## config.mk

```make
export PLATFORM = sky130hd
export DESIGN_NAME = maze_wall_belief_map
export DESIGN_NICKNAME = d
export VERILOG_FILES = /design/src/hw/rtl/mwbm_pkg.sv /design/src/hw/rtl/mwbm_grid.sv /design/src/hw/rtl/maze_wall_belief_map.sv
export SDC_FILE = /design/constraint.sdc
export NUM_CORES = 2
export LEC_CHECK = 0
export BUFFER_PORTS_ARGS = -buffer_cell sky130_fd_sc_hd__buf_2
export CORE_MARGIN = 2
export CORE_UTILIZATION = 49
export CTS_BUF_LIST = sky130_fd_sc_hd__clkbuf_8
export CTS_CLUSTER_DIAMETER = 100
export CTS_CLUSTER_SIZE = 10
export DETAILED_ROUTE_END_ITERATION = 6
export PLACE_DENSITY_LB_ADDON = 0.1
export SLEW_MARGIN = 20
export SYNTH_ARGS = -nofsm -noshare
export SYNTH_HDL_FRONTEND = slang
export SYNTH_SLANG_ARGS = --single-unit
```

## constraint.sdc

```tcl
create_clock -name aclk -period 3.07 [get_ports aclk]
set_input_delay 0 -clock aclk [delete_from_list [all_inputs] [get_ports aclk]]
set_output_delay 0 -clock aclk [all_outputs]
set_load 0.02 [all_outputs]
```

## src/hw/rtl/mwbm_pkg.sv

```systemverilog
// ----------------------------------------------------------------------------
// Wall belief map package
// Types, codes and geometry helpers shared by the map store and the top level.
// ----------------------------------------------------------------------------
package mwbm_pkg;

    localparam int GRID_SIZE = 16;
    localparam logic [4:0] GRID_N = 5'(GRID_SIZE);

    typedef enum logic [1:0] {
        OP_QUERY  = 2'd0,
        OP_SET    = 2'd1,
        OP_REINIT = 2'd2
    } op_t;

    typedef enum logic [1:0] {
        SIDE_NORTH = 2'd0,
        SIDE_EAST  = 2'd1,
        SIDE_SOUTH = 2'd2,
        SIDE_WEST  = 2'd3
    } side_t;

    typedef struct packed {
        logic       wall_present;
        logic [1:0] side;
        logic [3:0] cell_col;
        logic [3:0] cell_row;
        logic [1:0] op;
    } req_t;

    typedef struct packed {
        logic side_known;
        logic wall_pessimistic;
        logic wall_optimistic;
    } res_t;

    function automatic logic in_grid(input logic [3:0] row, input logic [3:0] col);
        return ({1'b0, row} < GRID_N) && ({1'b0, col} < GRID_N);
    endfunction

    function automatic logic boundary_bit(input logic [1:0] side, input logic [3:0] row,
                                          input logic [3:0] col);
        logic b;
        b = 1'b0;
        case (side)
            SIDE_NORTH: b = ({1'b0, row} == GRID_N - 5'd1);
            SIDE_EAST:  b = ({1'b0, col} == GRID_N - 5'd1);
            SIDE_SOUTH: b = (row == 4'd0);
            SIDE_WEST:  b = (col == 4'd0);
            default:    b = 1'b0;
        endcase
        return b && in_grid(row, col);
    endfunction

endpackage

```

## src/hw/rtl/mwbm_grid.sv

```systemverilog
// ----------------------------------------------------------------------------
// Wall belief map store
// Holds wall and known bits per cell side, applies set and reinitialize
// requests with neighbor mirroring, and reports the addressed side.
// ----------------------------------------------------------------------------
module mwbm_grid (
    input  logic           aclk,
    input  logic           aresetn,
    input  logic           upd,
    input  mwbm_pkg::req_t req,
    output mwbm_pkg::res_t res
);

    logic [15:0] wall_reg   [4][16];
    logic [15:0] known_reg  [4][16];
    logic [15:0] wall_next  [4][16];
    logic [15:0] known_next [4][16];
    logic        in_range;
    logic        rd_wall;
    logic        rd_known;
    logic [3:0]  row_up;
    logic [3:0]  row_dn;
    logic [3:0]  col_up;
    logic [3:0]  col_dn;

    assign in_range = mwbm_pkg::in_grid(req.cell_row, req.cell_col);
    assign row_up = req.cell_row + 4'd1;
    assign row_dn = req.cell_row - 4'd1;
    assign col_up = req.cell_col + 4'd1;
    assign col_dn = req.cell_col - 4'd1;

    always_comb begin
        wall_next  = wall_reg;
        known_next = known_reg;
        if (req.op == mwbm_pkg::OP_REINIT) begin
            for (int s = 0; s < 4; s++) begin
                for (int r = 0; r < 16; r++) begin
                    for (int c = 0; c < 16; c++) begin
                        wall_next[s][r][c]  = mwbm_pkg::boundary_bit(2'(s), 4'(r), 4'(c));
                        known_next[s][r][c] = mwbm_pkg::boundary_bit(2'(s), 4'(r), 4'(c));
                    end
                end
            end
        end else if (req.op == mwbm_pkg::OP_SET && in_range) begin
            wall_next[req.side][req.cell_row][req.cell_col]  = req.wall_present;
            known_next[req.side][req.cell_row][req.cell_col] = 1'b1;
            case (req.side)
                mwbm_pkg::SIDE_NORTH: begin
                    if ({1'b0, req.cell_row} + 5'd1 < mwbm_pkg::GRID_N) begin
                        wall_next[mwbm_pkg::SIDE_SOUTH][row_up][req.cell_col]  = req.wall_present;
                        known_next[mwbm_pkg::SIDE_SOUTH][row_up][req.cell_col] = 1'b1;
                    end
                end
                mwbm_pkg::SIDE_SOUTH: begin
                    if (req.cell_row != 4'd0) begin
                        wall_next[mwbm_pkg::SIDE_NORTH][row_dn][req.cell_col]  = req.wall_present;
                        known_next[mwbm_pkg::SIDE_NORTH][row_dn][req.cell_col] = 1'b1;
                    end
                end
                mwbm_pkg::SIDE_EAST: begin
                    if ({1'b0, req.cell_col} + 5'd1 < mwbm_pkg::GRID_N) begin
                        wall_next[mwbm_pkg::SIDE_WEST][req.cell_row][col_up]  = req.wall_present;
                        known_next[mwbm_pkg::SIDE_WEST][req.cell_row][col_up] = 1'b1;
                    end
                end
                default: begin
                    if (req.cell_col != 4'd0) begin
                        wall_next[mwbm_pkg::SIDE_EAST][req.cell_row][col_dn]  = req.wall_present;
                        known_next[mwbm_pkg::SIDE_EAST][req.cell_row][col_dn] = 1'b1;
                    end
                end
            endcase
        end
    end

    always_ff @(posedge aclk) begin
        if (!aresetn) begin
            for (int s = 0; s < 4; s++) begin
                for (int r = 0; r < 16; r++) begin
                    for (int c = 0; c < 16; c++) begin
                        wall_reg[s][r][c]  <= mwbm_pkg::boundary_bit(2'(s), 4'(r), 4'(c));
                        known_reg[s][r][c] <= mwbm_pkg::boundary_bit(2'(s), 4'(r), 4'(c));
                    end
                end
            end
        end else if (upd) begin
            wall_reg  <= wall_next;
            known_reg <= known_next;
        end
    end

    always_comb begin
        rd_wall  = wall_reg[req.side][req.cell_row][req.cell_col];
        rd_known = known_reg[req.side][req.cell_row][req.cell_col];
        case (req.op)
            mwbm_pkg::OP_SET: begin
                rd_wall  = req.wall_present;
                rd_known = 1'b1;
            end
            mwbm_pkg::OP_REINIT: begin
                rd_wall  = mwbm_pkg::boundary_bit(req.side, req.cell_row, req.cell_col);
                rd_known = rd_wall;
            end
            default: begin
            end
        endcase
        if (!in_range) begin
            res.wall_optimistic  = 1'b1;
            res.wall_pessimistic = 1'b1;
            res.side_known       = 1'b0;
        end else begin
            res.wall_optimistic  = rd_wall;
            res.wall_pessimistic = rd_wall | ~rd_known;
            res.side_known       = rd_known;
        end
    end

endmodule

```

## src/hw/rtl/maze_wall_belief_map.sv

```systemverilog
// ----------------------------------------------------------------------------
// Maze wall belief map
// Per-side wall and known map of a square grid with query, set and
// reinitialize requests; one three-bit result per request.
// ----------------------------------------------------------------------------
// Usage:
//   Send requests on the s_ stream: op, cell_row, cell_col, side and
//   wall_present packed into s_tdata. Each request returns exactly one
//   result on the m_ stream: optimistic wall, pessimistic wall and known
//   for the addressed side as it stands after the request.
//   A request accepted on s_ is registered in the input register; when
//   it advances it is applied to the map and its result is registered in
//   the output register, which drives m_tvalid until the result is taken.
//   Throughput is one request per cycle while m_tready is high: the map is in
//   flip-flops; a set writes two side bits at most, a reinit all, in one cycle.
//   Reset (aresetn low, synchronous) empties both stages and loads the map
//   with only the outer boundary walls set and known.
//   When the receiver stalls, the result is held in the output register and
//   one more request is held in the input register; s_tready then drops.
// ----------------------------------------------------------------------------
module maze_wall_belief_map (
    input  logic        aclk,
    input  logic        aresetn,
    input  logic        s_tvalid,
    output logic        s_tready,
    // [1:0] op, [5:2] cell_row, [9:6] cell_col, [11:10] side,
    // [12] wall_present, [15:13] zero
    input  logic [15:0] s_tdata,
    output logic        m_tvalid,
    input  logic        m_tready,
    // [0] wall_optimistic, [1] wall_pessimistic, [2] side_known, [7:3] zero
    output logic [7:0]  m_tdata
);

    logic           in_valid_reg;
    logic           in_valid_next;
    mwbm_pkg::req_t in_req_reg;
    logic           out_valid_reg;
    logic           out_valid_next;
    mwbm_pkg::res_t out_res_reg;
    mwbm_pkg::res_t res;
    logic           advance;
    logic           take;

    assign advance  = in_valid_reg && (!out_valid_reg || m_tready);
    assign s_tready = !in_valid_reg || advance;
    assign take     = s_tvalid && s_tready;

    assign in_valid_next  = take || (in_valid_reg && !advance);
    assign out_valid_next = advance || (out_valid_reg && !m_tready);

    always_ff @(posedge aclk) begin
        if (!aresetn) begin
            in_valid_reg  <= 1'b0;
            out_valid_reg <= 1'b0;
        end else begin
            in_valid_reg  <= in_valid_next;
            out_valid_reg <= out_valid_next;
        end
    end

    always_ff @(posedge aclk) begin
        if (take) begin
            in_req_reg <= mwbm_pkg::req_t'(s_tdata[12:0]);
        end
        if (advance) begin
            out_res_reg <= res;
        end
    end

    mwbm_grid u_grid (
        .aclk    (aclk),
        .aresetn (aresetn),
        .upd     (advance),
        .req     (in_req_reg),
        .res     (res)
    );

    assign m_tvalid = out_valid_reg;
    assign m_tdata  = {5'd0, out_res_reg};

    a_unknown_is_pessimistic: assert property (@(posedge aclk) disable iff (!aresetn)
        m_tvalid |-> (m_tdata[2] || m_tdata[1]))
        else $error("unknown side not reported as pessimistic wall");

    a_wall_is_pessimistic: assert property (@(posedge aclk) disable iff (!aresetn)
        m_tvalid |-> (!m_tdata[0] || m_tdata[1]))
        else $error("optimistic wall without pessimistic wall");

    a_set_marks_known: assert property (@(posedge aclk) disable iff (!aresetn)
        (advance && in_req_reg.op == mwbm_pkg::OP_SET
         && mwbm_pkg::in_grid(in_req_reg.cell_row, in_req_reg.cell_col))
        |=> (out_valid_reg && out_res_reg.side_known
             && out_res_reg.wall_optimistic == $past(in_req_reg.wall_present)))
        else $error("set request result does not reflect the write");

    a_request_held: assert property (@(posedge aclk) disable iff (!aresetn)
        (in_valid_reg && !advance) |=> (in_valid_reg && $stable(in_req_reg)))
        else $error("pending request lost from input register");

endmodule
```

=== Word-level counts from Yosys, hierarchy flattened ===
Cells that the tools add are included.

* Register bits: 2066
* Bits of input ports: 20
* Output and inout bits: 10
* Word-level logic and storage cells: 267

* $add $sub $neg: 6
* $lt $le $gt $ge: 16
* Equal/unequal tests: 7
* Muxes and demuxes: 62
* Bitwise operators: 11
* Reduce and logical (&&, ||, !) cells: 27

{| class="wikitable"
|+ Operators by type and width
! kind !! count
|-
| 256-bit two-way mux || 21
|-
| 1024-bit two-way mux || 4
|-
| 256-bit binary-select mux with 2-bit select || 2
|-
| 1024-bit bitwise mux || 1
|-
| 256-bit bitwise mux || 4
|-
| 1024-bit OR || 1
|-
| 256-bit OR || 4
|-
| 256-bit demux with 2-bit select || 1
|-
| 16-bit demux with 4-bit select || 5
|-
| 16-bit two-way mux || 9
|-
| 16-bit binary-select mux with 4-bit select || 2
|-
| 5-bit >= comparator (second input constant) || 3
|-
| 4-bit by 5-bit < comparator with 1-bit output (second input constant) || 3
|-
| 5-bit by 1-bit < comparator with 1-bit output (second input constant) || 3
|-
| 4-bit NOT with 5-bit output || 3
|-
| 1-bit demux with 4-bit select || 3
|-
| 4-bit by 1-bit >= comparator with 1-bit output (second input constant) || 3
|-
| 1-bit logical AND || 11
|-
| 4-bit by 1-bit adder with 5-bit output (second input constant) || 2
|-
| 5-bit < comparator (second input constant) || 2
|-
| 4-bit by 1-bit adder with 4-bit output (second input constant) || 2
|-
| 1-bit binary-select mux with 4-bit select || 2
|-
| 4-bit == test (second input constant) || 2
|-
| 4-bit logical NOT || 2
|-
| 18 further kinds || 34
|}

=== Longest topological paths before layout ===
* Depth after elaboration: 14
* Mapped depth: 15
* Gate-level depth less buffers: 9

=== Modules after synthesis ===
Synthesis repeated with hierarchy kept, for this count alone.

* Cell total of the unflattened synthesis: 9774
* Area, all modules: 89313.2 sq um

{| class="wikitable"
|+ Modules (own cells, without submodules)
! module !! times used !! cells each !! area each (sq um) !! seq. area each (sq um)
|-
| mwbm_grid || 1 || 9743 || 88687.6 || 40999.3
|-
| maze_wall_belief_map || 1 || 31 || 625.6 || 520.5
|}

=== Worst setup path after synthesis ===
No wires, ideal clock.

* Path kind: register to register
* From: reg in_req_reg[10] (netlist bit)
* To: reg out_res_reg, in the netlist m_tdata[2], data pin
* Library setup time: 0.269 ns
* Data arrival time: 2.659 ns
* Data required time: 2.801 ns
* Path slack: 0.142 ns
* Stages on the path, launching flop included: 12
* Buffers on the path: 4
* Period minus slack after synthesis: 2.928 ns
* Cells stage by stage: edfxtp_1 buf_6 buf_6 buf_4 buf_2 mux4_2 a22oi_1 nand4_1 o31ai_1 o2111ai_1 nor4b_2 a21oi_1

{| class="wikitable"
|+ RTL lines
! what !! RTL line !! text
|-
| start: declaration || maze_wall_belief_map.sv:37 || <nowiki>mwbm_pkg::req_t in_req_reg;</nowiki>
|-
| start signal: assignment || maze_wall_belief_map.sv:64 || <nowiki>in_req_reg <= mwbm_pkg::req_t'(s_tdata[12:0]);</nowiki>
|-
| end signal: assignment || maze_wall_belief_map.sv:67 || <nowiki>out_res_reg <= res;</nowiki>
|-
| end: declaration || maze_wall_belief_map.sv:40 || <nowiki>mwbm_pkg::res_t out_res_reg;</nowiki>
|}

==> flow_summary.toml <==
[placement]
dp_slack_ns = -1.48
port_buffers = 21
place_congestion = 1.06
dp_hpwl_mm = 334

[setup_path]
cp_num_buf_inv = 7
crit_required_ns = 3.91
startpoint_type = "register"
crit_type = "reg2reg"
path_delay_family = "buffers and inverters"
rrSetupSlack_ns = -0.57
crit_chain = "buf_6, buf_12, buf_16, buf_12, buf_16, mux4_2, a22oi_1, o311ai_1, a211oi_2, buf_4, a2111oi_4, buf_4, nor4_4, a21oi_4"
crit_arrival_ns = 4.48
max_stage_delay_ns = 0.58
slowest_stage = "mux4_2"
cp-end-kind = "register"
path_max_fanout = 11

[routing]
dr.first_iter.drc_count = 15400
drc = 18
wl_mm = 490
avgRoutedWirePerCell_um = 38.0
avgViaCountPerCell = 7.01
antenna_left = 0
vias = 90300
dr.pass1.iters = 7

[synthesis]
synth-edff-count = 16
ys.flop_type = "dfxtp_1"
synth_area_leaders = "dfxtp_1 46%, mux4_2 12%, nor2_1 7.8%, a21oi_1 7.3%, clkbuf_1 3.1%"
syn_area_per_cell_um2 = 9.16
synth_common_cells = "2,050 x dfxtp_1, 1,831 x nor2_1, 1,287 x a21oi_1"
syn_area_um2 = 88300
synth.ff_latch_count = 2066
synth_cell_types = 73
yosysTopAreaCellShare_pct = 46.5
synth_area_leader_cell = "dfxtp_1"
async_flop_share_pct = 0
yosysMostFrequentCell = "dfxtp_1"
seq_area_frac_synth_pct = 47.0
yosysWarnings = 0
synthCells = 9638

[timing]
fmax_mhz = 275
setup_violations = 84
relSlewSlack_pct = 21.3
drv_slew = 0
hold_violations = 0
rsz0062_at_grt = "yes"
min_period_over_period_pct = 119
finClkSkew_ns = 0.0637
tightest_slew_ns = 1.18
setup_ws_ns = -0.569
min_period_ns = 3.64

[global_route]
grt_pass1_wl_mm = 658
grt_pass1_vias = 81300
grtUsageTotal_pct = 50.9
grt_max_degree = 121
antenna_found_initial = 57
grt_overflow = 0

[clocking]
clk_latency_ns = 1.10
numCtsBuffers = 224
cts_root_buf = "clkbuf_8"
clock-sinks = 2066
ctsLongestPathBuffers = 3
cts_tree = "done"
cts_max_level = 4
path_clk_slew_ns = 0.11

[layout]
drive_gt1_share_pct = 25.1
fin_nets = 10500
areaGrowthSynthToFinish_pct = 23.8
utilization_pct = 61.1

[die]
std_cell_rows = 155
die_h_um = 429
fp.dieW_um = 429
ioPinCount = 30
core-area_um2 = 179000
initial_utilization_pct = 49.4
dieArea_um2 = 184000

[outcome]
status = "finished, violations left"
violations = "DRC, setup timing"

[power_and_ir_drop]
p_leak_nw = 39.1
powerDensity_nw_per_um2 = 452
ir_worst_vdd_v = 0.000492

[min_path]
hp-class = "in2reg"

[run]
drv_cap = 0
==> final cells by class <==
class,count,area [um^2]
inverter,9,41.3
tap,2355,2950
timing repair buffer,1622,17200
clock inverter,22,178
fill,15400,69500
sequential,2066,41500
antenna,28,70.1
clock buffer,225,3100
multi-input combinational,6563,44300
==> power breakdown <==
| group | total [mW] | internal, mW | switching (mW) |
|---|---|---|---|
| Sequential | 26.9 | 26.8 | 0.0315 |
| Combinational | 5.72 | 1.96 | 3.76 |
| Clock | 16.8 | 6.56 | 10.2 |
==> cells in the final DEF (no fill, tap or decap), drive strengths merged, types with 12 or more instances in the layout <==
| cell | count |
|---|---|
| diode | 28 |
| o21ai | 535 |
| and3 | 60 |
| dlygate4sd3 | 34 |
| a21boi | 207 |
| nor2 | 1832 |
| nand3 | 149 |
| edfxtp | 16 |
| o22ai | 20 |
| nand2 | 443 |
| and2 | 21 |
| nand2b | 20 |
| nor4 | 12 |
| mux4 | 461 |
| a22o | 12 |
| nor2b | 129 |
| mux2i | 123 |
| a31oi | 171 |
| a311oi | 80 |
| mux2 | 34 |
| o311ai | 67 |
| a22oi | 264 |
| dfxtp | 2050 |
| nor3 | 153 |
| a211oi | 178 |
| inv | 20 |
| nand4 | 37 |
| o21a | 151 |
| a21oi | 1287 |
| clkbuf | 236 |
| buf | 1567 |
==> worst paths after layout <==
| path | endpoint | cells after the start | startpoint |
|---|---|---|---|
| setup / recovery | m_tdata[2] | 14 | in_req_reg[10] |
| hold / removal | u_grid.wall_reg[285] | 3 | aresetn |
| setup reg to reg | m_tdata[2] | 14 | in_req_reg[10] |
| hold reg to reg | u_grid.known_reg[507] | 2 | u_grid.known_reg[507] |
==> kinds of logic (layout without fill, tap and decap cells) <==
logic type	count (synthesis)	after routing	share of synthesized area, %
AO/OA/AOI/OAI	3032	3032	20.6
other	1	33	0.00425
buffers and inverters	1014	1878	4.88
AND/OR/NAND/NOR	2904	2905	13.8
XOR/XNOR	1	1	0.00992
multiplexers	618	618	13.6
adder cells (fa/ha/maj)	2	2	0.0283
flip-flops	2066	2066	47.0
==> tightest hold or removal path: cells and delay by family <==
| kind | cells | cell delay [ns] |
|---|---|---|
| buffers and inverters | 2 | 0.78 |
| AO/OA/AOI/OAI | 1 | 0.23 |
==> routing by layer <==
layer  wire [um]  global-route usage [%]  up-vias
met5         313                   0.208        -
met4       47500                    39.1       36
li1            -                       -    36200
met1      177000                    66.1    44200
met2      195000                    70.8     7863
met3       70400                    15.0     1965
==> per-stage QoR <==
stage	instance area, um^2	std cells	TNS, ns	total power, mW	hold slack, ns
final	109000	12900	-7.94	49.4	0.0543
after global placement	102000	12500	-25.77	32.5	0.176
after floorplan	88300	9642	0	29.6	0.0989
after global routing	109000	12900	-6.66	50.1	0.0572
after CTS	108000	12800	-1.56	48.8	0.0460
after detailed placement	102000	12500	-26.49	32.5	0.179
==> what timing repair did <==
item | CTS | global route
hold buffers | 34 | 0
resized for setup | 196 | 194
setup buffers | 41 | 57
pin swaps | 38 | 64
gates cloned | 14 | 13
setup endpoints to repair | 221 | 395
endpoints found under the hold margin | 671 | 0
No activity file was read; power rests on OpenSTA's default activity.
